[src/dpp_pkg.sv]
`timescale 1ns / 1ps
package dpp_pkg;

    // Field and register widths
    localparam int COORD_BITS_DEF = 12;
    localparam int CFG_W          = 24;
    localparam int CFG_IDX_W      = 3;
    localparam int PIX_W          = 12;
    localparam int DEPTH_W        = 8;
    localparam int COLOR_W        = 8;
    localparam int PT_W           = 32;

    localparam logic [CFG_W-1:0] FOCAL_X_RST     = 24'd134400;
    localparam logic [CFG_W-1:0] FOCAL_Y_RST     = 24'd134400;
    localparam logic [CFG_W-1:0] CENTER_X_RST    = 24'd81920;
    localparam logic [CFG_W-1:0] CENTER_Y_RST    = 24'd61440;
    localparam logic [CFG_W-1:0] RANGE_SCALE_RST = 24'd65536;

    typedef enum logic [CFG_IDX_W-1:0] {
        CFG_FOCAL_X     = 3'd0,
        CFG_FOCAL_Y     = 3'd1,
        CFG_CENTER_X    = 3'd2,
        CFG_CENTER_Y    = 3'd3,
        CFG_RANGE_SCALE = 3'd4
    } t_cfg_idx;

    // Depth codes that carry no measurement
    localparam logic [DEPTH_W-1:0] DEPTH_NONE_LO = 8'd0;
    localparam logic [DEPTH_W-1:0] DEPTH_NONE_HI = 8'd255;

    // Range decode: x = ((9*d + 255) * scale + 255) / 510
    localparam int LIN_W       = 12;
    localparam int DEPTH_OFS   = 255;
    localparam int ROUND_OFS   = 255;
    localparam int RPROD_W     = LIN_W + CFG_W;
    localparam int M_W         = RPROD_W - 1;
    localparam int RSPLIT      = 18;
    localparam int PP_W        = 2 * RSPLIT;
    localparam int RECIP_W     = 36;
    // ceil(2^43 / 255); the dividend is halved first, so this divides by 510
    localparam logic [RECIP_W-1:0] RECIP = 36'd34494482441;
    localparam int RECIP_SHIFT = 43;
    localparam int SUM_W       = M_W + RECIP_W;
    localparam int X_W         = 27;

    // Projection and division
    localparam int MAG_W      = CFG_W;
    localparam int PROD_W     = MAG_W + X_W;
    localparam int NUM_W      = PROD_W + 1;
    localparam int QUO_W      = PT_W;
    localparam int DIV_STEPS  = 4;
    localparam int DIV_STAGES = QUO_W / DIV_STEPS;

    localparam int FRONT_ST   = 3;
    localparam int PROJ_ST    = 2;
    localparam int NUM_STAGES = FRONT_ST + PROJ_ST + DIV_STAGES + 1;

    localparam logic [PT_W-1:0] SAT_MAX = 32'h7FFF_FFFF;
    localparam logic [PT_W-1:0] SAT_MIN = 32'h8000_0000;

    typedef struct packed {
        logic [PIX_W-1:0]   pixel_row;
        logic [PIX_W-1:0]   pixel_col;
        logic [DEPTH_W-1:0] depth_code;
        logic [COLOR_W-1:0] color_blue;
        logic [COLOR_W-1:0] color_green;
        logic [COLOR_W-1:0] color_red;
    } t_pix_in;

    typedef struct packed {
        logic                   point_valid;
        logic signed [PT_W-1:0] point_x;
        logic signed [PT_W-1:0] point_y;
        logic signed [PT_W-1:0] point_z;
        logic [COLOR_W-1:0]     point_red;
        logic [COLOR_W-1:0]     point_green;
        logic [COLOR_W-1:0]     point_blue;
    } t_point;

    typedef struct packed {
        logic               point_ok;
        logic [COLOR_W-1:0] red;
        logic [COLOR_W-1:0] green;
        logic [COLOR_W-1:0] blue;
    } t_pass;

    typedef struct packed {
        t_pass            pass;
        logic [X_W-1:0]   x;
    } t_tag;

    typedef struct packed {
        logic             neg;
        logic [MAG_W-1:0] mag;
    } t_axis;

    typedef struct packed {
        logic             neg;
        logic             ovf;
        logic [CFG_W-1:0] rem;
        logic [QUO_W-1:0] quo;
    } t_div;

endpackage

[src/dpp_proj.sv]
`timescale 1ns / 1ps
module dpp_proj (
    input  logic                         i_clk,
    input  logic [dpp_pkg::PROJ_ST-1:0]  i_en,
    input  dpp_pkg::t_axis               i_axis,
    input  logic [dpp_pkg::X_W-1:0]      i_x,
    input  logic [dpp_pkg::CFG_W-1:0]    i_div,
    output dpp_pkg::t_div                o_div
);
    import dpp_pkg::*;

    logic [PROD_W-1:0] n_prod;
    logic [NUM_W-1:0]  num;
    t_div              n_out;

    logic [PROD_W-1:0] r_prod;
    logic              r_neg;
    t_div              r_out;

    assign n_prod = PROD_W'(i_axis.mag) * PROD_W'(i_x);

    always_ff @(posedge i_clk) begin
        if (i_en[0]) begin
            r_prod <= n_prod;
            r_neg  <= i_axis.neg;
        end
    end

    // Add half the divisor for round-to-nearest. The upper part of the
    // dividend is the first partial remainder; if it already reaches the
    // divisor the quotient needs more than 32 bits and will saturate.
    always_comb begin
        num       = NUM_W'(r_prod) + NUM_W'(i_div >> 1);
        n_out.neg = r_neg;
        n_out.rem = CFG_W'(num[NUM_W-1:QUO_W]);
        n_out.ovf = n_out.rem >= i_div;
        n_out.quo = num[QUO_W-1:0];
    end

    always_ff @(posedge i_clk) begin
        if (i_en[1]) begin
            r_out <= n_out;
        end
    end

    assign o_div = r_out;

endmodule

[config.mk]
export PLATFORM = sky130hd
export DESIGN_NAME = dpp_proj
export DESIGN_NICKNAME = d
export VERILOG_FILES = /design/src/dpp_pkg.sv /design/src/dpp_proj.sv
export SDC_FILE = /design/constraint.sdc
export NUM_CORES = 2
export LEC_CHECK = 0
export ABC_AREA = 1
export BUFFER_PORTS_ARGS = -buffer_cell sky130_fd_sc_hd__buf_2
export CAP_MARGIN = 20
export CORE_ASPECT_RATIO = 1.4
export CORE_UTILIZATION = 50
export CTS_CLUSTER_SIZE = 16
export DETAILED_ROUTE_END_ITERATION = 7
export GPL_ROUTABILITY_DRIVEN = 1
export PLACE_DENSITY = 0.76
export SKIP_CTS_REPAIR_TIMING = 1
export SYNTH_ARGS = -nofsm -noshare
export SYNTH_HDL_FRONTEND = slang
export SYNTH_SLANG_ARGS = --single-unit
export TNS_END_PERCENT = 5
[constraint.sdc]
create_clock -name i_clk -period 8.58 [get_ports i_clk]
set_clock_uncertainty 0.1 [all_clocks]
set_input_delay 0.858 -clock i_clk [delete_from_list [all_inputs] [get_ports i_clk]]
set_output_delay 0.858 -clock i_clk [all_outputs]
set_load 0.02 [all_outputs]
# Yosys cells after proc, flatten, opt, wreduce, memory -nomap -nowiden
# Cells that the tools add are included.
word_totals:
  regBits: 106
  latchBits: 0
  ramBits: 0
  romBits: 0
  out_inout_bits: 58
  word_cells: 9
  memories: 0
classes:
  addsub: 1
  mul: 1
  div_mod_pow: 0
  magnitude_cmp: 1
  n_eq_ne: 0
  n_shift: 0
  n_mux: 0
  n_bitwise: 0
  reduce_logical: 0
op_table:
  columns: ["op", "n"]
  rows:
  - ["51-bit by 23-bit adder with 52-bit output", 1]
  - ["24-bit by 27-bit multiplier with 51-bit output", 1]
  - ["20-bit by 24-bit >= comparator with 1-bit output", 1]

# Logic depth before layout (Yosys ltp)
logic_depth:
  depth_word: 2
  mapped_depth: 30

# Worst setup path after synthesis
# OpenSTA, ideal clock, no wires.
synth_timing:
  path_type: "input port to flip-flop"
  from: "in i_axis[3] in the netlist's numbering"
  to: "reg r_prod[34] (data pin)"
  setup_time_ns: 0.259
  t_arrival_ns: 6.292
  t_required_ns: 8.221
  slack_ns: 1.929
  path_stages: 25
  path_buffers: 2
  path_cell_list: "clkbuf_1 > clkbuf_1 > nand2_1 > fa_1 > inv_1 > fa_1 > inv_1 > fa_1 > fa_1 > fa_1 > inv_1 > fa_1 > inv_1 > fa_1 > inv_1 > ha_1 > nand2_1 > inv_1 > nand2_1 > inv_1 > a21oi_1 > nand2_1 > nand2_1 > nand3_1 > xor2_1"
synth_between:
  elab_chain_cells: 1
synth_rtl:
  columns: ["element", "line_no", "source"]
  rows:
  - ["start: declaration", "dpp_proj.sv:5", "input dpp_pkg::t_axis i_axis,"]
  - ["24-bit by 27-bit multiplier with 51-bit output", "dpp_proj.sv:20", "assign n_prod = PROD_W'(i_axis.mag) * PROD_W'(i_x);"]
  - ["net n_prod[34]", "dpp_proj.sv:12", "logic [PROD_W-1:0] n_prod;"]
  - ["end signal: assignment", "dpp_proj.sv:24", "r_prod <= n_prod;"]
  - ["end: declaration", "dpp_proj.sv:16", "logic [PROD_W-1:0] r_prod;"]
# The timed path passes the listed nets, and every way through them passes these cells.
# A chain may end at the register's enable or synchronous reset.

# Final worst setup path
layout_timing:
  from: "in i_x[12] in the netlist's numbering"
  to: "reg r_prod[39] (data pin)"
layout_between:
  elab_chain_cells: 1
layout_rtl:
  columns: ["element", "line_no", "source"]
  rows:
  - ["start: declaration", "dpp_proj.sv:6", "input logic [dpp_pkg::X_W-1:0] i_x,"]
  - ["24-bit by 27-bit multiplier with 51-bit output", "dpp_proj.sv:20", null]
  - ["net n_prod[39]", "dpp_proj.sv:12", null]
# The timed path passes the listed nets, and every way through them passes these cells.

==> results.toml <==
[clock_tree]
clkLatencyLatePin_ns = 0.37
cts-root-to-sink-buffers = 2
cts_sinks = 106
cts_max_level = 3
cts_root_buf = "clkbuf_16"
clk_transition_reported_paths_ns = 0.08
cts_tree = "done"
numCtsBuffers = 9

[timing]
finalHoldViolations = 0
final_max_slew_viol_count = 0
grt_setup_unrepaired = "false"
worstMarginPinSlew_ns = 0.8453
post-route-period-util_pct = 83.55
finalSetupTns_ns = 0
max_freq_mhz = 139.5
setup_viol = 0
maxSlewHeadroom_pct = 43.64
period_minus_slack_ns = 7.169

[hold_path]
holdCritPathClass = "flop to flop"
hold_start = "r_neg$_DFFE_PP_"

[synth]
synth_edf_count = 106
syn_avg_cell_area_um2 = 7.443
mappedNetlistArea_um2 = 29510
async_flop_share_pct = 0
flip_flop_cell_with_the_highest_count_after_synthesis = "edfxtp_1"
ys_seq_area_share_pct = 10.79
synth.yosys.warnings = 0
synth.lib_cells_used.distinct = 40
synth-seq-cells = 106
synthesis.instances = 3965

[setup_path]
r2r_slack_ns = 4.79
worstSetupEndpointType = "flop"
critPathLaunchType = "input port"
crit-reg2reg-launch = "r_prod[18]$_DFFE_PP_"
crit_start = "i_x[12]"
worstPathRequired_ns = 8.61
setup.worst_path.class = "input port to flop"
crit_arrival_ns = 7.20
critical_path.max_fanout = 24

[finish]
areaGrowthSynthToFinish_pct = 4.833
layout-drive-gt1-share_pct = 5.387
fillers = 5574
nNetsFinal = 4834
final_cell_area_um2 = 30940

[placement]
dp_hpwl_um = 68880
portBuffers = 132
placedInstanceArea_um2 = 30660
finalWeightedCongestion = 1.001

[global_route]
grt_start_max_net_pins = 55
grt-ovfl-total = 0
track_usage_pct = 28.43
grt_antenna_before_repair = 2
grt_pass1_vias = 25680
grt_pass1_wl_um = 131400

[flow_run]
max_cap_violations = 0

[detailed_routing]
routed-via-count = 24310
route.detailed.drc = 0
drt-initial-drc-count = 1517
routed_wire_length_per_instance_um = 17.49
detailedRoute.firstPassIterationCount = 5
detail_route.vias_per_cell = 5.127
drtAntennaViolNets = 0
postRouteWirelength_um = 82910

[floorplan]
initial_utilization_pct = 50.48
chipHeight_um = 289.5
placement_rows = 105
floorplan.die_area_um2 = 60020
die_w_um = 207.3
ioPinCount = 137
fp.coreArea_um2 = 58460

[run_status]
outcome = "completed"
[path summary, 6_finish.rpt]
path / cells past startpoint / to
min: 0 / o_div[57]$_DFFE_PP_
max reg2reg: 17 / o_div[56]$_DFFE_PP_
max: 22 / r_prod[39]$_DFFE_PP_
min reg2reg: 0 / o_div[57]$_DFFE_PP_
[routing by layer]
layer | share of wire (%) | track usage (%) | up-vias
met4 | 6.7 | 17.95 | 2
li1 | - | - | 11260
met2 | 52 | 53.36 | 977
met1 | 36 | 30.40 | 11760
met5 | 0.023 | 0 | -
met3 | 5.7 | 3.360 | 307
[critical path, cell delays in order]
cell and delay [ns]:
buf_2 0.62, nand2_1 0.18, fa_1 0.55, fa_1 0.54
inv_1 0.05, fa_1 0.50, fa_1 0.51, fa_1 0.54
fa_1 0.51, inv_1 0.06, fa_1 0.47, inv_1 0.05
ha_1 0.39, nand2_1 0.10, inv_1 0.09, nand2_1 0.10
nor3_1 0.51, nand2_1 0.12, nand2_1 0.16, nand2_1 0.11
nand3_1 0.09, nand2_1 0.07
[logic make-up after synthesis]
group / synth area share [%]
adder cells (fa/ha/maj): 46.57
AO/OA/AOI/OAI: 1.840
XOR/XNOR: 1.692
flip-flops: 10.79
buffers and inverters: 17.31
other: 0.01271
AND/OR/NAND/NOR: 21.79
[state kept, by name, summed over array words and instances, names as in the netlist]
name / count
o_div: 54
r_prod: 51
r_neg: 1
[placed cells by master (no fill, tap or decap), drive strengths merged, types with 4 or more instances in the layout]
cell / n
nand3b: 16
o21ai: 19
ha: 220
and2: 4
xnor2: 7
buf: 137
inv: 1228
xor2: 50
nand3: 103
nor4: 4
nor3: 24
edfxtp: 106
nand4: 18
a21oi: 57
fa: 549
o21bai: 10
conb: 4
nor2: 161
nand2: 1247
clkbuf: 9
[synth_stat cells, types with 2 or more instances]
cell type  number  area, µm²
nand3b_1       13      97.59
nand2_1      1230       4617
clkbuf_1      126      473.0
nand3b_4        2      40.04
o21bai_1        9      67.56
ha_1          220       2753
nor2_1        143      536.8
nand2_2        17      106.4
and2_1          4      25.02
nor3_1         19      95.09
inv_1        1224       4594
nand3_2        11      110.1
or2_2           2      12.51
nand3_1        92      460.4
o21a_1          3      22.52
buf_4           4      30.03
o21ai_0        16      80.08
nand4_1        18      112.6
a31oi_1         2      12.51
fa_1          549      10990
inv_2           3      11.26
nor2_4          4      45.04
nor4_1          4      25.02
edfxtp_1      106       3183
xor2_1         50      437.9
o21ai_1         2      10.01
nor3_2          5      50.05
nor2_2         14      87.58
xnor2_1         7      61.31
a21oi_1        56      280.3
[area by class of cell]
cell class,count,area [µm²],area share (%)
multi-input combinational,2505,21230,68.63
inverter,1227,4606,14.89
sequential,106,3183,10.29
tap,749,937.1,3.029
timing repair buffer,137,698.2,2.257
clock buffer,9,225.2,0.7279
clock inverter,7,55.05,0.1779
antenna,1,2.502,0.008088
[metrics by stage]
step | instances | worst slack (ns) | util, % | hold slack [ns]
final | 4741 | 1.411 | 52.92 | 0.3370
after global routing | 4741 | 1.223 | 52.92 | 0.3491
after CTS | 4740 | 1.530 | 52.92 | 0.3430
after global placement | 4724 | 1.243 | 52.44 | 0.3009
after detailed placement | 4724 | 1.149 | 52.44 | 0.3258
after floorplan | 3968 | 1.929 | - | 0.3003
Power is left out: the tool's default activity adds up to more than one toggle a clock period on the data nets, which glitch-free logic cannot reach.
