File: src/dpp_pkg.sv
`timescale 1ns / 1ps
package dpp_pkg;

    // Field and register widths
    localparam int COORD_BITS_DEF = 12;
    localparam int CFG_W          = 24;
    localparam int CFG_IDX_W      = 3;
    localparam int PIX_W          = 12;
    localparam int DEPTH_W        = 8;
    localparam int COLOR_W        = 8;
    localparam int PT_W           = 32;

    localparam logic [CFG_W-1:0] FOCAL_X_RST     = 24'd134400;
    localparam logic [CFG_W-1:0] FOCAL_Y_RST     = 24'd134400;
    localparam logic [CFG_W-1:0] CENTER_X_RST    = 24'd81920;
    localparam logic [CFG_W-1:0] CENTER_Y_RST    = 24'd61440;
    localparam logic [CFG_W-1:0] RANGE_SCALE_RST = 24'd65536;

    typedef enum logic [CFG_IDX_W-1:0] {
        CFG_FOCAL_X     = 3'd0,
        CFG_FOCAL_Y     = 3'd1,
        CFG_CENTER_X    = 3'd2,
        CFG_CENTER_Y    = 3'd3,
        CFG_RANGE_SCALE = 3'd4
    } t_cfg_idx;

    // Depth codes that carry no measurement
    localparam logic [DEPTH_W-1:0] DEPTH_NONE_LO = 8'd0;
    localparam logic [DEPTH_W-1:0] DEPTH_NONE_HI = 8'd255;

    // Range decode: x = ((9*d + 255) * scale + 255) / 510
    localparam int LIN_W       = 12;
    localparam int DEPTH_OFS   = 255;
    localparam int ROUND_OFS   = 255;
    localparam int RPROD_W     = LIN_W + CFG_W;
    localparam int M_W         = RPROD_W - 1;
    localparam int RSPLIT      = 18;
    localparam int PP_W        = 2 * RSPLIT;
    localparam int RECIP_W     = 36;
    // ceil(2^43 / 255); the dividend is halved first, so this divides by 510
    localparam logic [RECIP_W-1:0] RECIP = 36'd34494482441;
    localparam int RECIP_SHIFT = 43;
    localparam int SUM_W       = M_W + RECIP_W;
    localparam int X_W         = 27;

    // Projection and division
    localparam int MAG_W      = CFG_W;
    localparam int PROD_W     = MAG_W + X_W;
    localparam int NUM_W      = PROD_W + 1;
    localparam int QUO_W      = PT_W;
    localparam int DIV_STEPS  = 4;
    localparam int DIV_STAGES = QUO_W / DIV_STEPS;

    localparam int FRONT_ST   = 3;
    localparam int PROJ_ST    = 2;
    localparam int NUM_STAGES = FRONT_ST + PROJ_ST + DIV_STAGES + 1;

    localparam logic [PT_W-1:0] SAT_MAX = 32'h7FFF_FFFF;
    localparam logic [PT_W-1:0] SAT_MIN = 32'h8000_0000;

    typedef struct packed {
        logic [PIX_W-1:0]   pixel_row;
        logic [PIX_W-1:0]   pixel_col;
        logic [DEPTH_W-1:0] depth_code;
        logic [COLOR_W-1:0] color_blue;
        logic [COLOR_W-1:0] color_green;
        logic [COLOR_W-1:0] color_red;
    } t_pix_in;

    typedef struct packed {
        logic                   point_valid;
        logic signed [PT_W-1:0] point_x;
        logic signed [PT_W-1:0] point_y;
        logic signed [PT_W-1:0] point_z;
        logic [COLOR_W-1:0]     point_red;
        logic [COLOR_W-1:0]     point_green;
        logic [COLOR_W-1:0]     point_blue;
    } t_point;

    typedef struct packed {
        logic               point_ok;
        logic [COLOR_W-1:0] red;
        logic [COLOR_W-1:0] green;
        logic [COLOR_W-1:0] blue;
    } t_pass;

    typedef struct packed {
        t_pass            pass;
        logic [X_W-1:0]   x;
    } t_tag;

    typedef struct packed {
        logic             neg;
        logic [MAG_W-1:0] mag;
    } t_axis;

    typedef struct packed {
        logic             neg;
        logic             ovf;
        logic [CFG_W-1:0] rem;
        logic [QUO_W-1:0] quo;
    } t_div;

endpackage

File: src/dpp_div_stage.sv
`timescale 1ns / 1ps
module dpp_div_stage (
    input  logic                       i_clk,
    input  logic                       i_en,
    input  logic [dpp_pkg::CFG_W-1:0]  i_div,
    input  dpp_pkg::t_div              i_in,
    output dpp_pkg::t_div              o_out
);
    import dpp_pkg::*;

    t_div           work;
    logic [CFG_W:0] trial;
    logic           ge;
    t_div           r_out;

    // Restoring division: the dividend bits shift out of the top of quo
    // while quotient bits shift in at the bottom.
    always_comb begin
        work  = i_in;
        trial = '0;
        ge    = 1'b0;
        for (int s = 0; s < DIV_STEPS; s++) begin
            trial    = {work.rem, work.quo[QUO_W-1]};
            ge       = trial >= {1'b0, i_div};
            work.rem = ge ? CFG_W'(trial - {1'b0, i_div}) : trial[CFG_W-1:0];
            work.quo = {work.quo[QUO_W-2:0], ge};
        end
    end

    always_ff @(posedge i_clk) begin
        if (i_en) begin
            r_out <= work;
        end
    end

    assign o_out = r_out;

endmodule

File: config.mk
export PLATFORM = sky130hd
export DESIGN_NAME = dpp_div_stage
export DESIGN_NICKNAME = d
export VERILOG_FILES = /design/src/dpp_pkg.sv /design/src/dpp_div_stage.sv
export SDC_FILE = /design/constraint.sdc
export NUM_CORES = 1
export LEC_CHECK = 0
export BUFFER_PORTS_ARGS = -buffer_cell sky130_fd_sc_hd__buf_4
export CAP_MARGIN = 20
export CORE_ASPECT_RATIO = 1.4
export CORE_MARGIN = 3
export CORE_UTILIZATION = 58
export CTS_CLUSTER_DIAMETER = 60
export DETAILED_ROUTE_END_ITERATION = 6
export GPL_TIMING_DRIVEN = 1
export PLACE_DENSITY = 0.83
export SETUP_SLACK_MARGIN = 0.5
export SYNTH_ARGS = -nofsm -noshare
export SYNTH_HDL_FRONTEND = slang
export SYNTH_SLANG_ARGS = --single-unit
File: constraint.sdc
create_clock -name i_clk -period 15.15 [get_ports i_clk]
set_input_delay 1.515 -clock i_clk [delete_from_list [all_inputs] [get_ports i_clk]]
set_output_delay 1.515 -clock i_clk [all_outputs]
set_load 0.05 [all_outputs]
* After elaboration in Yosys (flattened, before gate mapping) *
Cells that the tools add are included.

storage, ports and cells
  word-level logic and storage cells = 16
  bits of input ports = 84
  register bits after elaboration = 58

operators by class
  $add $sub $neg = 4
  muxes and demuxes = 4
  magnitude comparators = 4

operators by type and width
  cell                                          number
  greater-or-equal comparator 25 x 24 -> 1 bit  4
  two-way mux 24 bit                            4
  subtractor 24 bit                             4

* Longest topological paths before layout *
Gate-level depths: netlist (run 1).

  depth in word-level cells = 8
  mapped depth = 53
  mapped depth without buffers = 47

* Worst setup path before layout (run 1) *
No wires, ideal clock.

  path type = input -> register
  start point = in i_div[4] (netlist bit)
  end point = reg r_out (netlist bit o_out[54]) (data pin)
  setup time = 261 ps
  stages on the path = 47
  data required time = 14889 ps
  arrival time = 11814 ps
  path slack = 3075 ps
  buffers on the path = 5
  cell sequence = inv_1 ha_1 or4_4 o2111ai_2 a211oi_1 o311a_4 nor2_8 inv_4 clkbuf_1 o21ai_0 inv_1 ha_1 nor2b_1 o31a_1 o31ai_1 a21oi_1 a22oi_1 o21ai_0 [... 11 more ...] o21ai_0 nor2_4 inv_2 buf_1 a21oi_1 ha_1 nor2b_1 o31a_1 o31a_1 o221a_2 o41a_1 o21ai_1 a211oi_1 or4_1 clkbuf_1 a211o_4 buf_6 a221o_1

RTL lines
  element               line                 text
  start, declared       dpp_div_stage.sv:5   input logic [dpp_pkg::CFG_W-1:0] i_div,
  end signal, assigned  dpp_div_stage.sv:32  r_out <= work;
  end, declared         dpp_div_stage.sv:14  t_div r_out;

==> metrics.txt, run 1 <==
Post-CTS Resized=0; Slowest-stage cell, CP=a211oi_1; crit-path most repeated cell=ha_1; CTS tree=done; sequential cell area fraction in the yosys report=22.47%; wire length on met1=8787 µm; Avg Inst Size Synth=8.576 µm²; RSZ-0062 raised after global routing=no; Cell variety after synth=76; Top Ports=142; slew margin rel.=40.20%; Die ar.=0.01481 mm²; die width=103.7 µm; drt total wl=22,580 µm; WS Path Type=in2reg; layout cells sized above 1=20.13%; Clock Sinks=58; Initial Utilization=59.93%; dpl hpwl=18,550 µm; Area Growth Syn to Fin=19.46%; fillers=1,061; crit path capture=o_out[37]$_DFFE_PP_; fin nets=1,224; Max VDD drop=0.0001534 V; vias per inst=6.258; die height=142.8 µm; Pre-antenna DRT Iters=7; max reg flops=58; Reg area=0.001742 mm²; iteration-0 DRC count of the detailed router=412; Placed Instances=1,207; YS warnings=0; Final Wtd Congestion=1.010; leakage dissipation=4.118 nW; global-route wire length before repair=35,950 µm; Setup crit start kind=input port; Worst setup EP type=register; Reg clk slew, reported paths=0.05 ns; routed len/inst=18.49 µm; post-synthesis instance total=904; EDFF count, synth=58; final core occ=71.59%; post-route setup slack=1.496 ns; fmax=0.07324 GHz; Final Total Pwr=2.467 mW; routed wl met2=11,540 µm; ys async rst share=0%; critical path's largest stage delay=0.64 ns; synth top area cells=edfxtp_1 (22%), ha_1 (15%), xnor2_1 (5.8%); worst slew pin tran=0.8906 ns; Core ar.=0.01294 mm²; HP Class=in2reg; fin area=0.009261 mm²; htree depth=3; status=completed; Post-Syn Nets=1,088; GRT Total Usage=29.63%; PortBufs=141; DR top layer=met4; TritonCTS Buffers=9; mapped cell area=0.007752 mm²; Crit. Startpoint=i_div[10]; post-route ant nets=0; worst slack, placed=1.358 ns; crit share post-route=90.13%; final hold violations=0; Root Buffer=clkbuf_16; multi-input logic area=0.005680 mm²; post-synthesis register bit count=58; hold slack=1.373 ns; Tmin final=13.65 ns; PwrDens=266.3 mW/mm²; fin cells=1,221; # setup viols final=0; Arr. time, crit path=13.72 ns; Std-Cell Rows=49; drt drc=0; antenna diode count=0; GRT Residual Overflow=0; placed inst area=0.008965 mm²; vias in the first global route=7,448; Worst Min Path Start=i_in[2]; Fin Setup TNS=0 ns; top-area cell type share of the netlist area=22.47%; Post-CTS Setup Bufs=0; largest net degree at the start of global routing=59; met3 WL=1208 µm; Yosys top cell by area=edfxtp_1; Critical Path RT=15.21 ns; Synth Flop Type=edfxtp_1; vias post-DR=7,641; max-cap violations=0; # hold bufs at CTS=0; initial antenna violation count=0; Crit Path Max Fanout=28; CTS max path bufs=2; final-report max-slew violation count=0
power breakdown:
group	internal (mW)	leakage (nW)	switching, mW
logic	0.832	3.41	1.13
registers	0.290	0.567	0.0112
clock network	0.140	0.144	0.0611
layer usage:
metal	vias up	track usage (%)
li1	3685	-
met1	3605	33.49
met2	290	54.14
met3	61	4.025
met4	0	16.39
met5	-	0
Yosys cell counts (7+ instances only):
cell type	instances
ha_1	96
a21oi_1	86
nor2_1	71
inv_1	60
edfxtp_1	58
nand2_1	55
o21ai_0	53
xnor2_1	51
mux2_2	30
a21o_1	25
xor2_1	22
a221o_1	20
nor2b_1	18
and2_1	17
nand3_1	17
nand4_1	16
nor3_1	14
o21a_1	14
nand2b_1	13
clkbuf_1	12
nor4_1	12
a211oi_1	11
mux2i_1	10
and3_1	8
o31ai_1	8
a31oi_1	7
o21bai_1	7
area by class of cell:
cell class / count / area share [%]
Sequential cell: 58 / 18.81
Timing Repair Buffer: 144 / 11.67
Clock inverter: 5 / 0.7701
Tap cell: 178 / 2.405
Inverter: 63 / 2.580
Clock buffer: 9 / 2.432
Multi-Input combinational cell: 764 / 61.33
kinds of logic (layout without fill, tap and decap cells):
kind of cell | after synthesis | after routing | share of synthesized area, %
AO/OA/AOI/OAI | 283 | 283 | 24.82
XOR/XNOR | 73 | 73 | 8.247
adder cells (fa/ha/maj) | 100 | 100 | 16.53
buffers and inverters | 82 | 221 | 4.261
flip-flops | 58 | 58 | 22.47
multiplexers | 42 | 42 | 6.036
AND/OR/NAND/NOR | 266 | 266 | 17.64
critical path: cells and delay by family:
family	cells	cell delay, ns
compound gates	22	6.17
simple gates	11	2.76
fa+ha+maj	4	1.41
buf+inv	8	1.48
mux	1	0.32
cell usage in the layout (no fill, tap or decap), drive strengths merged, types with 4 or more instances in the layout:
cell,netlist,routed
buf,7,144
ha,96,96
a21oi,86,86
nor2,73,73
inv,63,63
edfxtp,58,58
nand2,55,55
o21ai,54,54
xnor2,51,51
mux2,32,32
a21o,25,25
xor2,22,22
a221o,20,20
nor2b,18,18
and2,17,17
nand3,17,17
nand4,16,16
nor3,15,15
o21a,14,14
nand2b,13,13
nor4,13,13
a211oi,12,12
mux2i,10,10
clkbuf,12,9
o31ai,8,8
and3,8,8
a31oi,7,7
o21bai,7,7
o211ai,6,6
o31a,5,5
or4,5,5
or3,4,4
fa,4,4
worst min path at each step:
stage,to,slack (ns),cells past startpoint
after global routing,o_out[18]$_DFFE_PP_,1.37,1
after floorplan,o_out[10]$_DFFE_PP_,1.61,0
final,o_out[6]$_DFFE_PP_,1.37,1
after CTS,o_out[20]$_DFFE_PP_,1.37,1
after detailed placement,o_out[22]$_DFFE_PP_,1.69,1
after global placement,o_out[15]$_DFFE_PP_,1.69,1
Power figures use the tool's default switching activity.
==> run 2: changes to the inputs <==
Settings changed: ABC_AREA from default to 1, CORE_UTILIZATION 58 to 64, PLACE_DENSITY 0.83 to 0.89.
Clock period 15.15 ns to 17.3 ns, I/O delays scaled along.
==> run 2 against run 1 <==
Sequential share of layout area down 1.5 points. Area after synthesis up 10%. Cell area up 8.6%. Total power down 8.4%. Non-clock buffer count down 3. Count of clock-buffer cells in the layout unchanged. Setup slack better by 4.5 ns. Utilization up 5.8 points. Synthesized cell count up 44%. Largest power group unchanged.
==> metrics.txt, run 2 <==
htree depth=3 (unchanged); post-route setup slack=6.022 ns (was 1.496 ns); critical path's largest stage delay=0.84 ns (was 0.64 ns); commonest non-fill, non-tap cell in the layout=nand2_1 (was buf_4); drt drc=0 (unchanged); crit path capture=o_out[32]$_DFFE_PP_ (was o_out[37]$_DFFE_PP_); Yosys top cell by area=edfxtp_1 (unchanged); CTS tree=done (unchanged); Post-CTS Setup Bufs=0 (unchanged); RSZ-0062 raised after global routing=no (unchanged); most numerous cell in the Yosys netlist=nand2_1 (was ha_1); GRT Residual Overflow=0 (unchanged); HP Class=in2reg (unchanged); Post-CTS Resized=0 (unchanged); post-synthesis instance total=1,303 (was 904); die width=103.8 µm (was 103.7 µm); Die ar.=0.01483 mm² (was 0.01481 mm²); # setup viols final=0 (unchanged); Initial Utilization=65.90% (was 59.93%); Avg Inst Size Synth=6.574 µm² (was 8.576 µm²); crit-path most repeated cell=nand2_1 (was ha_1); Critical Path RT=17.49 ns (was 15.21 ns); GRT Total Usage=37.49% (was 29.63%); EDFF count, synth=58 (unchanged); Arr. time, crit path=11.47 ns (was 13.72 ns); vias in the first global route=9,386 (was 7,448); fmax=0.08867 GHz; Root Buffer=clkbuf_16 (unchanged); WS Path Type=in2reg (unchanged); Cell variety after synth=42 (was 76); status=completed (unchanged); wire length on met1=9707 µm (was 8787 µm); Max VDD drop=0.0001339 V (was 0.0001534 V); Clock Sinks=58 (unchanged); iteration-0 DRC count of the detailed router=627 (was 412); fin nets=1,621 (was 1,224); Cell Int Power=0.9685 mW (was 1.262 mW); ys async rst share=0% (unchanged); post-route ant nets=0 (unchanged); commonest non-fill, non-tap cells in the layout=nand2_1 (427), inv_1 (149), buf_4 (141), ha_1 (96), nor2_1 (90) (was buf_4 (144), ha_1 (96), a21oi_1 (86), nor2_1 (71), inv_1 (60)); met3 WL=1792 µm (was 1208 µm); worst slack, placed=6.157 ns (was 1.358 ns); Pre-antenna DRT Iters=6 (was 7); final-report max-slew violation count=0 (unchanged); Setup crit start kind=input port (unchanged); Post-synth top cells=nand2_1 (427), inv_1 (149), ha_1 (96) (was ha_1 (96), a21oi_1 (86), nor2_1 (71)); layout cells sized above 1=14.63% (was 20.13%); synth top area cells=edfxtp_1 (20%), nand2_1 (19%), ha_1 (14%) (was edfxtp_1 (22%), ha_1 (15%), xnor2_1 (5.8%)); antenna diode count=0 (unchanged); initial antenna violation count=0 (unchanged); fillers=1,077 (was 1,061); max-cap violations=0 (unchanged); top-area cell type share of the netlist area=20.33% (was 22.47%); final hold violations=0 (unchanged); Area Growth Syn to Fin=17.37% (was 19.46%); Post-Syn Nets=1,487 (was 1,088); global-route wire length before repair=44,440 µm (was 35,950 µm); sequential cell area fraction in the yosys report=20.33% (was 22.47%); Top Ports=142 (unchanged); sequential share of power=11.7% (was 12.2%); Worst setup EP type=register (unchanged); slew margin rel.=28.19% (was 40.20%); drt total wl=28,960 µm (was 22,580 µm); PortBufs=141 (unchanged); # hold bufs at CTS=0 (unchanged); Net Sw Frac=57.13% (was 48.86%); dpl hpwl=23,220 µm (was 18,550 µm); share of total power in combinational logic=79.0% (was 79.7%); Clk pwr share=9.3% (was 8.1%); vias per inst=5.999 (was 6.258); leakage dissipation=5.175 nW (was 4.118 nW); largest net degree at the start of global routing=59 (unchanged); worst slew pin tran=1.075 ns (was 0.8906 ns); vias post-DR=9,718 (was 7,641); routed len/inst=17.88 µm (was 18.49 µm); post-synthesis register bit count=58 (unchanged); Reg clk slew, reported paths=0.06 ns (was 0.05 ns); mapped cell area=0.008566 mm² (was 0.007752 mm²); YS warnings=0 (unchanged); Core ar.=0.01300 mm² (was 0.01294 mm²); Slowest-stage cell, CP=nor2_4 (was a211oi_1); CTS max path bufs=2 (unchanged); P_sw=1.291 mW (was 1.205 mW); Final Wtd Congestion=1.043 (was 1.010); die height=142.9 µm (was 142.8 µm); TritonCTS Buffers=9 (unchanged); DR top layer=met4 (unchanged); Std-Cell Rows=49 (unchanged); Crit Path Max Fanout=41 (was 28); routed wl met2=14,900 µm (was 11,540 µm); Synth Flop Type=edfxtp_1 (unchanged); Fin Setup TNS=0 ns (unchanged); max reg flops=58 (unchanged); PwrDens=224.7 mW/mm² (was 266.3 mW/mm²); crit share post-route=65.19%; Crit. Startpoint=i_div[1] (was i_div[10]); Tmin final=11.28 ns
run 2: power by group through the flow:
stage	Combinational [mW]	Sequential [mW]	Clock, mW
floorplan	1.18	0.403	0
global placement	1.61	0.264	0
detailed placement	1.66	0.266	0
CTS	1.71	0.265	0.209
global route	1.91	0.268	0.215
finish	1.78	0.265	0.209
run 2: layer usage:
layer / track usage [%] / up-vias
met5: 0 / -
met4: 30.25 / 0
li1: - / 4619
met2: 71.72 / 556
met1: 36.37 / 4380
met3: 4.251 / 163
run 2: per-stage QoR:
step	util, %	hold slack [ns]	cells	total power, mW	cell area, µm²
CTS	77.35	1.572	1620	2.188	10050
floorplan	-	1.829	1303	1.586	8566
finish	77.35	1.574	1620	2.259	10050
global route	77.35	1.570	1620	2.394	10050
global placement	74.65	1.908	1604	1.874	9703
detailed placement	74.65	1.909	1604	1.923	9703
run 2: worst min path at each step:
stage                     startpoint             endpoint  slack, ns  cells past startpoint
after global placement      i_in[21]  o_out[25]$_DFFE_PP_       1.91                      1
after global routing         i_in[6]  o_out[10]$_DFFE_PP_       1.57                      1
final                       i_in[57]  o_out[57]$_DFFE_PP_       1.57                      1
after CTS                   i_in[26]  o_out[30]$_DFFE_PP_       1.57                      1
after floorplan              i_in[6]  o_out[10]$_DFFE_PP_       1.83                      0
after detailed placement     i_in[0]   o_out[4]$_DFFE_PP_       1.91                      1
run 2: critical path: cells and delay by family:
kind	cells	cell delay (ns)
simple gates	36	5.69
fa+ha+maj	4	1.27
compound gates	6	1.64
buf+inv	5	1.10
run 2: area by class of cell:
type	count	area, µm²	area share [%]
Tap cell	178	222.7	2.215
Inverter	159	599.3	5.961
Multi-Input combinational cell	1068	6081	60.49
Timing Repair Buffer	141	1059	10.53
Sequential cell	58	1742	17.32
Clock inverter	7	125.1	1.245
Clock buffer	9	225.2	2.240
run 2: cell families after synthesis:
logic type	Yosys count	share of synthesized area (%)
flip-flops	58	20.33
XOR/XNOR	77	7.873
AO/OA/AOI/OAI	216	14.40
buffers and inverters	177	8.677
AND/OR/NAND/NOR	675	33.76
adder cells (fa/ha/maj)	100	14.96
