==> src/dpp_pkg.sv <==
`timescale 1ns / 1ps
package dpp_pkg;

    // Field and register widths
    localparam int COORD_BITS_DEF = 12;
    localparam int CFG_W          = 24;
    localparam int CFG_IDX_W      = 3;
    localparam int PIX_W          = 12;
    localparam int DEPTH_W        = 8;
    localparam int COLOR_W        = 8;
    localparam int PT_W           = 32;

    localparam logic [CFG_W-1:0] FOCAL_X_RST     = 24'd134400;
    localparam logic [CFG_W-1:0] FOCAL_Y_RST     = 24'd134400;
    localparam logic [CFG_W-1:0] CENTER_X_RST    = 24'd81920;
    localparam logic [CFG_W-1:0] CENTER_Y_RST    = 24'd61440;
    localparam logic [CFG_W-1:0] RANGE_SCALE_RST = 24'd65536;

    typedef enum logic [CFG_IDX_W-1:0] {
        CFG_FOCAL_X     = 3'd0,
        CFG_FOCAL_Y     = 3'd1,
        CFG_CENTER_X    = 3'd2,
        CFG_CENTER_Y    = 3'd3,
        CFG_RANGE_SCALE = 3'd4
    } t_cfg_idx;

    // Depth codes that carry no measurement
    localparam logic [DEPTH_W-1:0] DEPTH_NONE_LO = 8'd0;
    localparam logic [DEPTH_W-1:0] DEPTH_NONE_HI = 8'd255;

    // Range decode: x = ((9*d + 255) * scale + 255) / 510
    localparam int LIN_W       = 12;
    localparam int DEPTH_OFS   = 255;
    localparam int ROUND_OFS   = 255;
    localparam int RPROD_W     = LIN_W + CFG_W;
    localparam int M_W         = RPROD_W - 1;
    localparam int RSPLIT      = 18;
    localparam int PP_W        = 2 * RSPLIT;
    localparam int RECIP_W     = 36;
    // ceil(2^43 / 255); the dividend is halved first, so this divides by 510
    localparam logic [RECIP_W-1:0] RECIP = 36'd34494482441;
    localparam int RECIP_SHIFT = 43;
    localparam int SUM_W       = M_W + RECIP_W;
    localparam int X_W         = 27;

    // Projection and division
    localparam int MAG_W      = CFG_W;
    localparam int PROD_W     = MAG_W + X_W;
    localparam int NUM_W      = PROD_W + 1;
    localparam int QUO_W      = PT_W;
    localparam int DIV_STEPS  = 4;
    localparam int DIV_STAGES = QUO_W / DIV_STEPS;

    localparam int FRONT_ST   = 3;
    localparam int PROJ_ST    = 2;
    localparam int NUM_STAGES = FRONT_ST + PROJ_ST + DIV_STAGES + 1;

    localparam logic [PT_W-1:0] SAT_MAX = 32'h7FFF_FFFF;
    localparam logic [PT_W-1:0] SAT_MIN = 32'h8000_0000;

    typedef struct packed {
        logic [PIX_W-1:0]   pixel_row;
        logic [PIX_W-1:0]   pixel_col;
        logic [DEPTH_W-1:0] depth_code;
        logic [COLOR_W-1:0] color_blue;
        logic [COLOR_W-1:0] color_green;
        logic [COLOR_W-1:0] color_red;
    } t_pix_in;

    typedef struct packed {
        logic                   point_valid;
        logic signed [PT_W-1:0] point_x;
        logic signed [PT_W-1:0] point_y;
        logic signed [PT_W-1:0] point_z;
        logic [COLOR_W-1:0]     point_red;
        logic [COLOR_W-1:0]     point_green;
        logic [COLOR_W-1:0]     point_blue;
    } t_point;

    typedef struct packed {
        logic               point_ok;
        logic [COLOR_W-1:0] red;
        logic [COLOR_W-1:0] green;
        logic [COLOR_W-1:0] blue;
    } t_pass;

    typedef struct packed {
        t_pass            pass;
        logic [X_W-1:0]   x;
    } t_tag;

    typedef struct packed {
        logic             neg;
        logic [MAG_W-1:0] mag;
    } t_axis;

    typedef struct packed {
        logic             neg;
        logic             ovf;
        logic [CFG_W-1:0] rem;
        logic [QUO_W-1:0] quo;
    } t_div;

endpackage

==> src/dpp_front.sv <==
`timescale 1ns / 1ps
module dpp_front #(
    parameter int COORD_BITS = dpp_pkg::COORD_BITS_DEF
) (
    input  logic                          i_clk,
    input  logic [dpp_pkg::FRONT_ST-1:0]  i_en,
    input  dpp_pkg::t_pix_in              i_pix,
    input  logic [dpp_pkg::CFG_W-1:0]     i_center_x,
    input  logic [dpp_pkg::CFG_W-1:0]     i_center_y,
    input  logic [dpp_pkg::CFG_W-1:0]     i_range_scale,
    output dpp_pkg::t_tag                 o_tag,
    output dpp_pkg::t_axis                o_axis_y,
    output dpp_pkg::t_axis                o_axis_z
);
    import dpp_pkg::*;

    logic [LIN_W-1:0]   depth_lin;
    logic [RPROD_W-1:0] n_prod;
    t_pass              n_pass;
    t_axis              n_axy;
    t_axis              n_axz;
    logic [RPROD_W-1:0] dividend;
    logic [M_W-1:0]     half;
    logic [PP_W-1:0]    n_pp0;
    logic [PP_W-1:0]    n_pp1;
    logic [PP_W-1:0]    n_pp2;
    logic [PP_W-1:0]    n_pp3;
    logic [SUM_W-1:0]   sum;

    logic [RPROD_W-1:0] r_prod;
    t_pass              r_pass1;
    t_axis              r_axy1;
    t_axis              r_axz1;
    logic [PP_W-1:0]    r_pp0;
    logic [PP_W-1:0]    r_pp1;
    logic [PP_W-1:0]    r_pp2;
    logic [PP_W-1:0]    r_pp3;
    t_pass              r_pass2;
    t_axis              r_axy2;
    t_axis              r_axz2;
    logic [X_W-1:0]     r_x3;
    t_pass              r_pass3;
    t_axis              r_axy3;
    t_axis              r_axz3;

    // Signed offset of the pixel from the principal point in Q.8; the result
    // coordinate is negative when the pixel lies beyond the center.
    function automatic t_axis axis_prep(logic [PIX_W-1:0] pix, logic [CFG_W-1:0] center);
        logic [PIX_W-1:0] used;
        logic [CFG_W:0]   pix_q8;
        logic [CFG_W:0]   diff;
        t_axis            res;
        used     = pix & PIX_W'((1 << COORD_BITS) - 1);
        pix_q8   = (CFG_W+1)'({used, 8'h00});
        diff     = pix_q8 - {1'b0, center};
        res.neg  = !diff[CFG_W] && (diff != '0);
        res.mag  = diff[CFG_W] ? MAG_W'(-diff) : MAG_W'(diff);
        return res;
    endfunction

    // Stage 1: linear depth term times the range scale
    always_comb begin
        depth_lin = {1'b0, i_pix.depth_code, 3'b000} + {4'h0, i_pix.depth_code}
                  + LIN_W'(DEPTH_OFS);
        n_prod    = RPROD_W'(depth_lin) * RPROD_W'(i_range_scale);
        n_pass.point_ok = (i_pix.depth_code != DEPTH_NONE_LO)
                       && (i_pix.depth_code != DEPTH_NONE_HI);
        n_pass.red   = i_pix.color_red;
        n_pass.green = i_pix.color_green;
        n_pass.blue  = i_pix.color_blue;
        n_axy = axis_prep(i_pix.pixel_col, i_center_x);
        n_axz = axis_prep(i_pix.pixel_row, i_center_y);
    end

    always_ff @(posedge i_clk) begin
        if (i_en[0]) begin
            r_prod  <= n_prod;
            r_pass1 <= n_pass;
            r_axy1  <= n_axy;
            r_axz1  <= n_axz;
        end
    end

    // Stage 2: partial products of the reciprocal multiply
    always_comb begin
        dividend = r_prod + RPROD_W'(ROUND_OFS);
        half     = dividend[RPROD_W-1:1];
        n_pp0 = PP_W'(half[RSPLIT-1:0]) * PP_W'(RECIP[RSPLIT-1:0]);
        n_pp1 = PP_W'(half[RSPLIT-1:0]) * PP_W'(RECIP[RECIP_W-1:RSPLIT]);
        n_pp2 = PP_W'(half[M_W-1:RSPLIT]) * PP_W'(RECIP[RSPLIT-1:0]);
        n_pp3 = PP_W'(half[M_W-1:RSPLIT]) * PP_W'(RECIP[RECIP_W-1:RSPLIT]);
    end

    always_ff @(posedge i_clk) begin
        if (i_en[1]) begin
            r_pp0   <= n_pp0;
            r_pp1   <= n_pp1;
            r_pp2   <= n_pp2;
            r_pp3   <= n_pp3;
            r_pass2 <= r_pass1;
            r_axy2  <= r_axy1;
            r_axz2  <= r_axz1;
        end
    end

    // Stage 3: combine partial products; the quotient always fits X_W bits.
    assign sum = SUM_W'(r_pp0) + (SUM_W'(r_pp1) << RSPLIT) + (SUM_W'(r_pp2) << RSPLIT)
               + (SUM_W'(r_pp3) << (2 * RSPLIT));

    always_ff @(posedge i_clk) begin
        if (i_en[2]) begin
            r_x3    <= sum[RECIP_SHIFT +: X_W];
            r_pass3 <= r_pass2;
            r_axy3  <= r_axy2;
            r_axz3  <= r_axz2;
        end
    end

    assign o_tag.pass = r_pass3;
    assign o_tag.x    = r_x3;
    assign o_axis_y   = r_axy3;
    assign o_axis_z   = r_axz3;

endmodule

==> config.mk <==
export PLATFORM = sky130hd
export DESIGN_NAME = dpp_front
export DESIGN_NICKNAME = d
export VERILOG_FILES = /design/src/dpp_pkg.sv /design/src/dpp_front.sv
export SDC_FILE = /design/constraint.sdc
export NUM_CORES = 1
export LEC_CHECK = 0
export BUFFER_PORTS_ARGS = -buffer_cell sky130_fd_sc_hd__clkbuf_2
export CAP_MARGIN = 20
export CORE_UTILIZATION = 62
export DETAILED_ROUTE_END_ITERATION = 10
export PLACE_DENSITY = 0.86
export SLEW_MARGIN = 0
export SYNTH_ARGS = -nofsm -noshare
export SYNTH_HDL_FRONTEND = slang
export SYNTH_SLANG_ARGS = --single-unit
==> constraint.sdc <==
create_clock -name i_clk -period 9.27 [get_ports i_clk]
set_input_delay 0.927 -clock i_clk [delete_from_list [all_inputs] [get_ports i_clk]]
set_output_delay 0.927 -clock i_clk [all_outputs]
set_load 0.01 [all_outputs]
Yosys cells after proc, flatten, opt, wreduce, memory -nomap -nowiden. Cells that the tools add are included. Widths: inputs -> output; s select.

Mux-type cells: 2. Multiply operators: 5. Add/subtract/negate cells: 10. Equality and inequality tests: 1. Reduce and logical (&&, ||, !) cells: 8.

Operators with widths (number): $add 56x70->70 (1); $add 55x47->56 (1); $add 30x54->55 (1); $reduce_bool 25->1 (2); $sub 20x24->25 (2); $mux 24 (2); $neg 24->24 (2); $add 36x8->36 const B (1); $mul 12x24->36 (1); $mul 18x17->35 const B (1); $mul 17x17->33 const B (1); $mul 18x12->30 const B (1); $mul 17x12->29 const B (1); $add 11x8->12 (1); $add 12x8->12 const B (1); $ne 8x8->1 const B (1); $reduce_bool 8->1 (1); $logic_and 1x1->1 (3); $logic_not 1->1 (2).

Output and inout port bits: 102. Bits in registers: 415.

Depth between registers and ports, before layout. Gate-level depths: netlist (run 1).

Word-level depth: 3. Mapped depth: 36. Gate-level depth less buffers: 33.

Worst setup path after synthesis (run 1). No wires, ideal clock.

Path kind: input port to flip-flop. Start: input port i_pix[24] (netlist name). End: register r_prod[33], data pin. Slack: 1.043 ns. Stages: 31. Data arrival time: 7.962 ns. Setup time: 0.265 ns. Path buffers: 2. Required time: 9.005 ns. Path through: inv_1 > clkbuf_1 > ha_1 > inv_1 > ha_1 > a21oi_1 > o21bai_1 > a21oi_1 > o21bai_1 > a21oi_1 > xnor2_1 > clkbuf_1 > nand2_1 > fa_1 > inv_1 > fa_1 > fa_1 > fa_1 > inv_1 > fa_1 > inv_1 > ha_1 > a21o_1 > a21o_1 > a221oi_1 > o21ai_0 > a211oi_1 > o21bai_1 > a21oi_1 > o21ai_0 > xor2_1.

Cells in the longest elaborated chain, start to end: 3.

RTL lines: start, declared (line dpp_front.sv:7) `input dpp_pkg::t_pix_in i_pix,`; $add 11x8->12 (line dpp_front.sv:63) `depth_lin = {1'b0, i_pix.depth_code, 3'b000} + {4'h0, i_pix.depth_code}`; $add 12x8->12 (line dpp_front.sv:64) `+ LIN_W'(DEPTH_OFS);`; $mul 12x24->36 (line dpp_front.sv:65) `n_prod = RPROD_W'(depth_lin) * RPROD_W'(i_range_scale);`; named net n_prod[33] (line dpp_front.sv:18) `logic [RPROD_W-1:0] n_prod;`; end signal, assigned (line dpp_front.sv:77) `r_prod <= n_prod;`; end, declared (line dpp_front.sv:30) `logic [RPROD_W-1:0] r_prod;`.

The timed path passes the listed nets, and every way through them passes these cells. A chain may end at the register's enable or synchronous reset.

Final worst setup path (run 1).
Start: input port i_pix[25] (netlist name). End: register r_prod[31], data pin.

The elaborated chain is that of the path after synthesis.

==> results.yml, run 1 <==
status:
  status: "completed"
global_route:
  grt_pass1_vias: 23400
  grt_max_degree: 101
  grt_pass1_wl_um: 116000
  grt_usage_pct: 27.3
  overflow: 0
  antenna_found_initial: 2
synthesis:
  synth_xor_area_share_pct: 6.27
  synth_ff_type: "edfxtp_1"
  yosysTopAreaCellShare_pct: 36.5
  synth_area_um2: 32400
  muxShareOfSynthArea_pct: 0.224
  synthCells: 2949
  avgSynthCellArea_um2: 11.0
  postSynth.asyncResetShare_pct: 0
  synthAdderAreaFrac_pct: 30.1
  ys_warn_count: 0
  yosysTopAreaCell: "edfxtp_1"
  synth_top_family_by_area: "adder cells"
  synth_area_leaders: "edfxtp_1, fa_1, ha_1"
  synth_cell_types: 88
  ys_ff_latch: 394
  seq_area_frac_synth_pct: 36.5
  synth_nets: 3699
  synth_compound_gate_area_share_pct: 9.28
  synth-simple-area-share_pct: 11.7
  synth_edf_count: 394
final_layout:
  utilization_pct: 69.2
  seqCellArea_um2: 11800
  syn2layout_area_growth_pct: 9.84
  multi_input_comb_area_um2: 18700
  drive_above_1_share_pct: 11.0
  nFillCells: 3618
  fin_nets: 3921
  fin_cells: 3880
cts:
  postCtsSetupRepairBufs: 0
  cts_root_buffer: "clkbuf_16"
  holdBufCountCts: 0
  cts.sinks: 394
  clockBufferDepth: 3
  post_cts_resized: 0
  cts_tree: "done"
  clock_latency_ps: 590
  cts_made_buffers: 40
  path_clk_slew_ps: 60
  htree_levels: 2
drt:
  vias_per_cell: 5.82
  num_vias: 22600
  avgRoutedWirePerCell_um: 18.4
  wl_um: 71500
  drcViolationCount: 0
  drtPass1Iterations: 6
  drtIter0Drc: 1690
  ant_nets: 0
sta:
  hold_viol: 0
  setup_viol: 0
  holdWs_ps: 409
  finalCritPeriodShare_pct: 90.6
  slew_headroom_pct: 29.8
  final-max-slew-violation-count: 0
  timing.setup.tns_ps: 0
  grt_setup_unrepaired: "no"
  skew_ps: 31.2
  worstMarginPinSlew_ps: 1050
  fin_crit_ps: 8400
  max_freq_ghz: 0.119
worst_setup_path:
  startpoint: "i_pix[25]"
  worstReg2RegStart: "r_prod[0]"
  cp-start-kind: "input pin"
  max_stage_delay_ps: 550
  cp-end-kind: "flop"
  worstSetupPathType: "in2reg"
  slowest_stage: "fa_1"
  ff2ff_setup_slack_ps: 2860
  required_ps: 9550
  rr_worst_depth: 23
  crit_fanout: 17
  timing.rr.end: "r_pp3[32]"
  arrival_ps: 8680
  cpMostUsedCell: "fa_1"
floorplanning:
  die_area_um2: 53100
  die_h_um: 231
  io_pins: 234
  floorplan.rows: 83
  start_util_pct: 63.0
  core_um2: 51400
  dieWidth_um: 231
place:
  io_buffers: 233
  finalWeightedCongestion: 0.937
  dpl.hpwl_um: 57200
  dp_cells: 3808
job:
  cap_violations: 0
hold_path:
  hold_path_end: "o_axis_z[19]"
  hp-start: "r_axz2[19]"
  hold_depth: 0
  min-delay-path-class: "reg2reg"
## worst max-delay path by stage
stage | slack [ps] | to | cells after the start
floorplan | 1040 | r_prod[33] | 31
global placement | 630 | r_prod[31] | 31
detailed placement | 300 | r_prod[31] | 33
CTS | 910 | r_prod[31] | 33
global route | 290 | r_prod[31] | 32
finish | 870 | r_prod[31] | 33
## per-layer routing
layer	up-vias	part of all wire, %	global-route usage (%)	wire, um
met5	-	0.017	0	12
met1	11000	39	32.8	27900
met3	197	5.7	3.85	4060
li1	10500	-	-	-
met2	836	51	49.3	36700
met4	2	3.9	11.0	2800
## state kept, by name, summed over array words and instances, names as in the netlist
register	count
r_pp2	26
r_pass2	25
r_axz1	25
r_prod	36
o_axis_z	25
r_axz2	25
r_pp1	35
r_pp3	33
r_axy2	25
r_pass1	25
r_x3	27
r_pp0	12
o_axis_y	25
o_tag	25
r_axy1	25
## worst max-delay path: cells and delay by family
| kind | cells | cell delay (ps) |
|---|---|---|
| xor+xnor | 1 | 230 |
| mux | 1 | 190 |
| fa+ha+maj | 8 | 3610 |
| compound gates | 10 | 2230 |
| buf+inv | 7 | 700 |
| simple gates | 6 | 770 |
## cells by family after synthesis
logic type / count (synthesis)
AOI/OAI and AO/OA: 453
adders and majority gates: 618
muxes: 7
xor gates and xnor gates: 231
DFF: 394
and+or+nand+nor: 745
buffers and inverters: 501
## final cells by class
cell class | count | area share, %
clock inverter | 25 | 0.693
timing repair buffer | 253 | 3.73
multi-input combinational | 2054 | 52.5
clock buffer | 45 | 2.87
tap | 680 | 2.39
sequential | 394 | 33.3
antenna | 1 | 0.00704
inverter | 428 | 4.52
## cells in the mapped netlist, drive strengths merged (6+ instances only)
library cell and instances:
a221oi 7, and2 93, xor2 68, nor2 101, nor2b 29, nand3 49
nor4b 6, or3 9, and4 10, nor4 16, o2111ai 6, nand2b 33
nor3 44, a21oi 133, a21boi 22, o31ai 16, or4 8, a21o 53
clkbuf 70, ha 348, nand4 26, nor3b 7, a2111oi 10, a211oi 13
xnor2 163, nand3b 9, nand2 268, or2 12, o211ai 13, edfxtp 394
o21a 18, inv 428, o21bai 17, a31oi 16, and3 17, fa 270
o21ai 81
## cells in the final DEF, fill, tap and decap left out, types with 13 or more instances in the layout
cell and instances:
ha_1 348, xnor2_1 160, a31oi_1 15, buf_4 21
nand2b_1 33, o21ai_0 73, a21boi_0 21, o21a_1 18
nor3_1 41, a21o_1 53, nand2_1 268, a211oi_1 13
xor2_1 68, o211ai_1 13, edfxtp_1 394, and3_1 17
clkbuf_2 230, nor2_1 101, nand3_1 48, o21bai_1 16
fa_1 270, o31ai_1 15, inv_1 428, and2_1 93
clkbuf_16 40, a21oi_1 132, nor2b_1 29, nand4_1 26
## through the flow
step	cell area, um^2	setup WS (ps)
floorplan	32400	1040
global placement	34300	631
detailed placement	34300	296
CTS	35600	915
global route	35600	290
finish	35600	870
Power of run 1 is not shown: default switching activity piles up to over one toggle a cycle in this logic, so the estimate is an artifact.
==> run 2, diff against run 1 <==
- ABC_AREA: default -> 1
- PLACE_DENSITY: 0.86 -> 0.85
==> results.yml, run 2 <==
final_layout:
  diodes: 0
  final_cell_mix: "nand2_1, inv_1, edfxtp_1"
  top_register: "r_prod"
  fin_nets: 4861
  drive_above_1_share_pct: 9.99
  nFillCells: 4263
  layout_commonest_cell: "nand2_1"
  largest_register_ffs: 36
  largestRegisters: "r_prod: 36 flops, r_pp1: 35 flops, r_pp3: 33 flops"
  final_area_um2: 38400
  syn2layout_area_growth_pct: 10.1
synthesis:
  yosysTopAreaCellShare_pct: 33.9
  postSynth.asyncResetShare_pct: 0
  synth_area_um2: 34900
  ys_warn_count: 0
  seq_area_frac_synth_pct: 33.9
  avgSynthCellArea_um2: 9.02
  ys_ff_latch: 394
  yosysTopAreaCell: "edfxtp_1"
  synth_edf_count: 394
  synth.most_common_cell: "nand2_1"
  synth_ff_type: "edfxtp_1"
  synth_cell_types: 59
  synthTopCellsByCount: "nand2_1, inv_1, edfxtp_1"
  synth_nets: 4622
  synthCells: 3872
  synth_area_leaders: "edfxtp_1, fa_1, ha_1"
global_route:
  grt_pass1_vias: 27400
  antenna_found_initial: 4
  grt_usage_pct: 30.9
  grt_pass1_wl_um: 138000
  grt_max_degree: 101
  overflow: 0
cts:
  post_cts_resized: 0
  clockBufferDepth: 3
  path_clk_slew_ps: 60
  clock_latency_ps: 570
  htree_levels: 2
  postCtsSetupRepairBufs: 0
  holdBufCountCts: 0
  cts_made_buffers: 42
  cts_tree: "done"
  cts.sinks: 394
  cts_root_buffer: "clkbuf_16"
worst_setup_path:
  path_depth: 33
  worstSetupPathType: "in2reg"
  path_delay_family: "adder cells"
  required_ps: 9570
  crit_fanout: 16
  cp-end-kind: "flop"
  max_stage_delay_ps: 540
  timing.rr.end: "r_pp3[33]"
  arrival_ps: 8060
  slowest_stage: "fa_1"
  rr_worst_depth: 30
  cp_num_buf_inv: 5
  startpoint: "i_pix[25]"
  ff2ff_setup_slack_ps: 3560
  cpMostUsedCell: "nand2_1"
  worstReg2RegStart: "r_prod[0]"
  endpoint: "r_prod[26]"
  cp-start-kind: "input pin"
job:
  cap_violations: 0
place:
  placed_area_um2: 36900
  io_buffers: 233
  finalWeightedCongestion: 0.997
  dpl.hpwl_um: 70900
sta:
  slew_headroom_pct: 31.6
  hold_viol: 0
  setup_viol: 0
  finalCritPeriodShare_pct: 83.7
  worstMarginPinSlew_ps: 1030
  grt_setup_unrepaired: "no"
  timing.setup.tns_ps: 0
  fin_crit_ps: 7760
  final-max-slew-violation-count: 0
  skew_ps: 15.3
  holdWs_ps: 411
  max_freq_ghz: 0.129
drt:
  drtIter0Drc: 2165
  top_layer_used: "met5"
  drtPass1Iterations: 9
  num_vias: 27100
  ant_nets: 0
  drcViolationCount: 0
  met1_length_um: 34100
  avgRoutedWirePerCell_um: 17.8
  wl_met2_um: 43300
  wl_um: 87100
  dr_wl_met3_um: 6570
  vias_per_cell: 5.54
floorplanning:
  die_area_um2: 57300
  floorplan.rows: 86
  dieWidth_um: 239
  core_um2: 55400
  die_h_um: 239
  io_pins: 234
  start_util_pct: 63.0
hold_path:
  min-delay-path-class: "reg2reg"
status:
  status: "completed"
==> run 2: cell types whose count changed after synthesis, moves of 90 or more <==
cell,delta
nand3_1,+130
nand2_1,+577
and2_1,-90
xnor2_1,-112
inv_1,+246
nor2_1,+216
==> run 2: cell families after synthesis <==
family	synth area share, %
xor gates and xnor gates	4.87
and+or+nand+nor	18.9
buffers and inverters	8.12
AOI/OAI and AO/OA	6.30
DFF	33.9
adders and majority gates	28.0
==> run 2: final cells by class <==
class	instances	area [um^2]	share of cell area [%]
Clock buffer	46	1070	2.77
Clock inverter	31	488	1.27
Inverter	698	2620	6.81
Multi-Input combinational cell	2731	20200	52.7
Sequential cell	394	11800	30.8
Tap cell	748	936	2.43
Timing Repair Buffer	244	1260	3.28
==> run 2: per-layer routing <==
layer	up-vias	track usage [%]
met1	12800	38.4
met4	8	10.5
met2	1123	54.2
li1	13000	-
met5	-	0
met3	219	5.60
==> run 2: how the worst min path moves through the flow <==
stage	startpoint	end	slack [ps]	cells past startpoint
6_report	r_axz2[8]	o_axis_z[8]	410	0
5_1_grt	r_axy1[16]	r_axy2[16]	420	0
4_1_cts	r_axz2[24]	o_axis_z[24]	410	0
3_5_place_dp	r_pass2[14]	o_tag[41]	400	0
3_3_place_gp	r_axy1[17]	r_axy2[17]	400	0
2_1_floorplan	r_axy2[0]	o_axis_y[0]	400	0
==> run 2: worst reg2reg max path: cells and delay by family, from the launching register on <==
kind	cells	cell delay, ps
compound gates	1	180
simple gates	18	2130
fa+ha+maj	6	1880
buf+inv	4	380
flops	1	380
xor+xnor	1	490
==> run 2: stage by stage <==
stage                     util [%]  cells  setup slack [ps]
final                         69.4   4892              1510
after global routing          69.4   4892               981
after floorplan                  -   3872              1780
after detailed placement      66.6   4815              1040
after global placement        66.6   4815              1240
after CTS                     69.4   4892              1590
Power of run 2 is left out for the same reason.
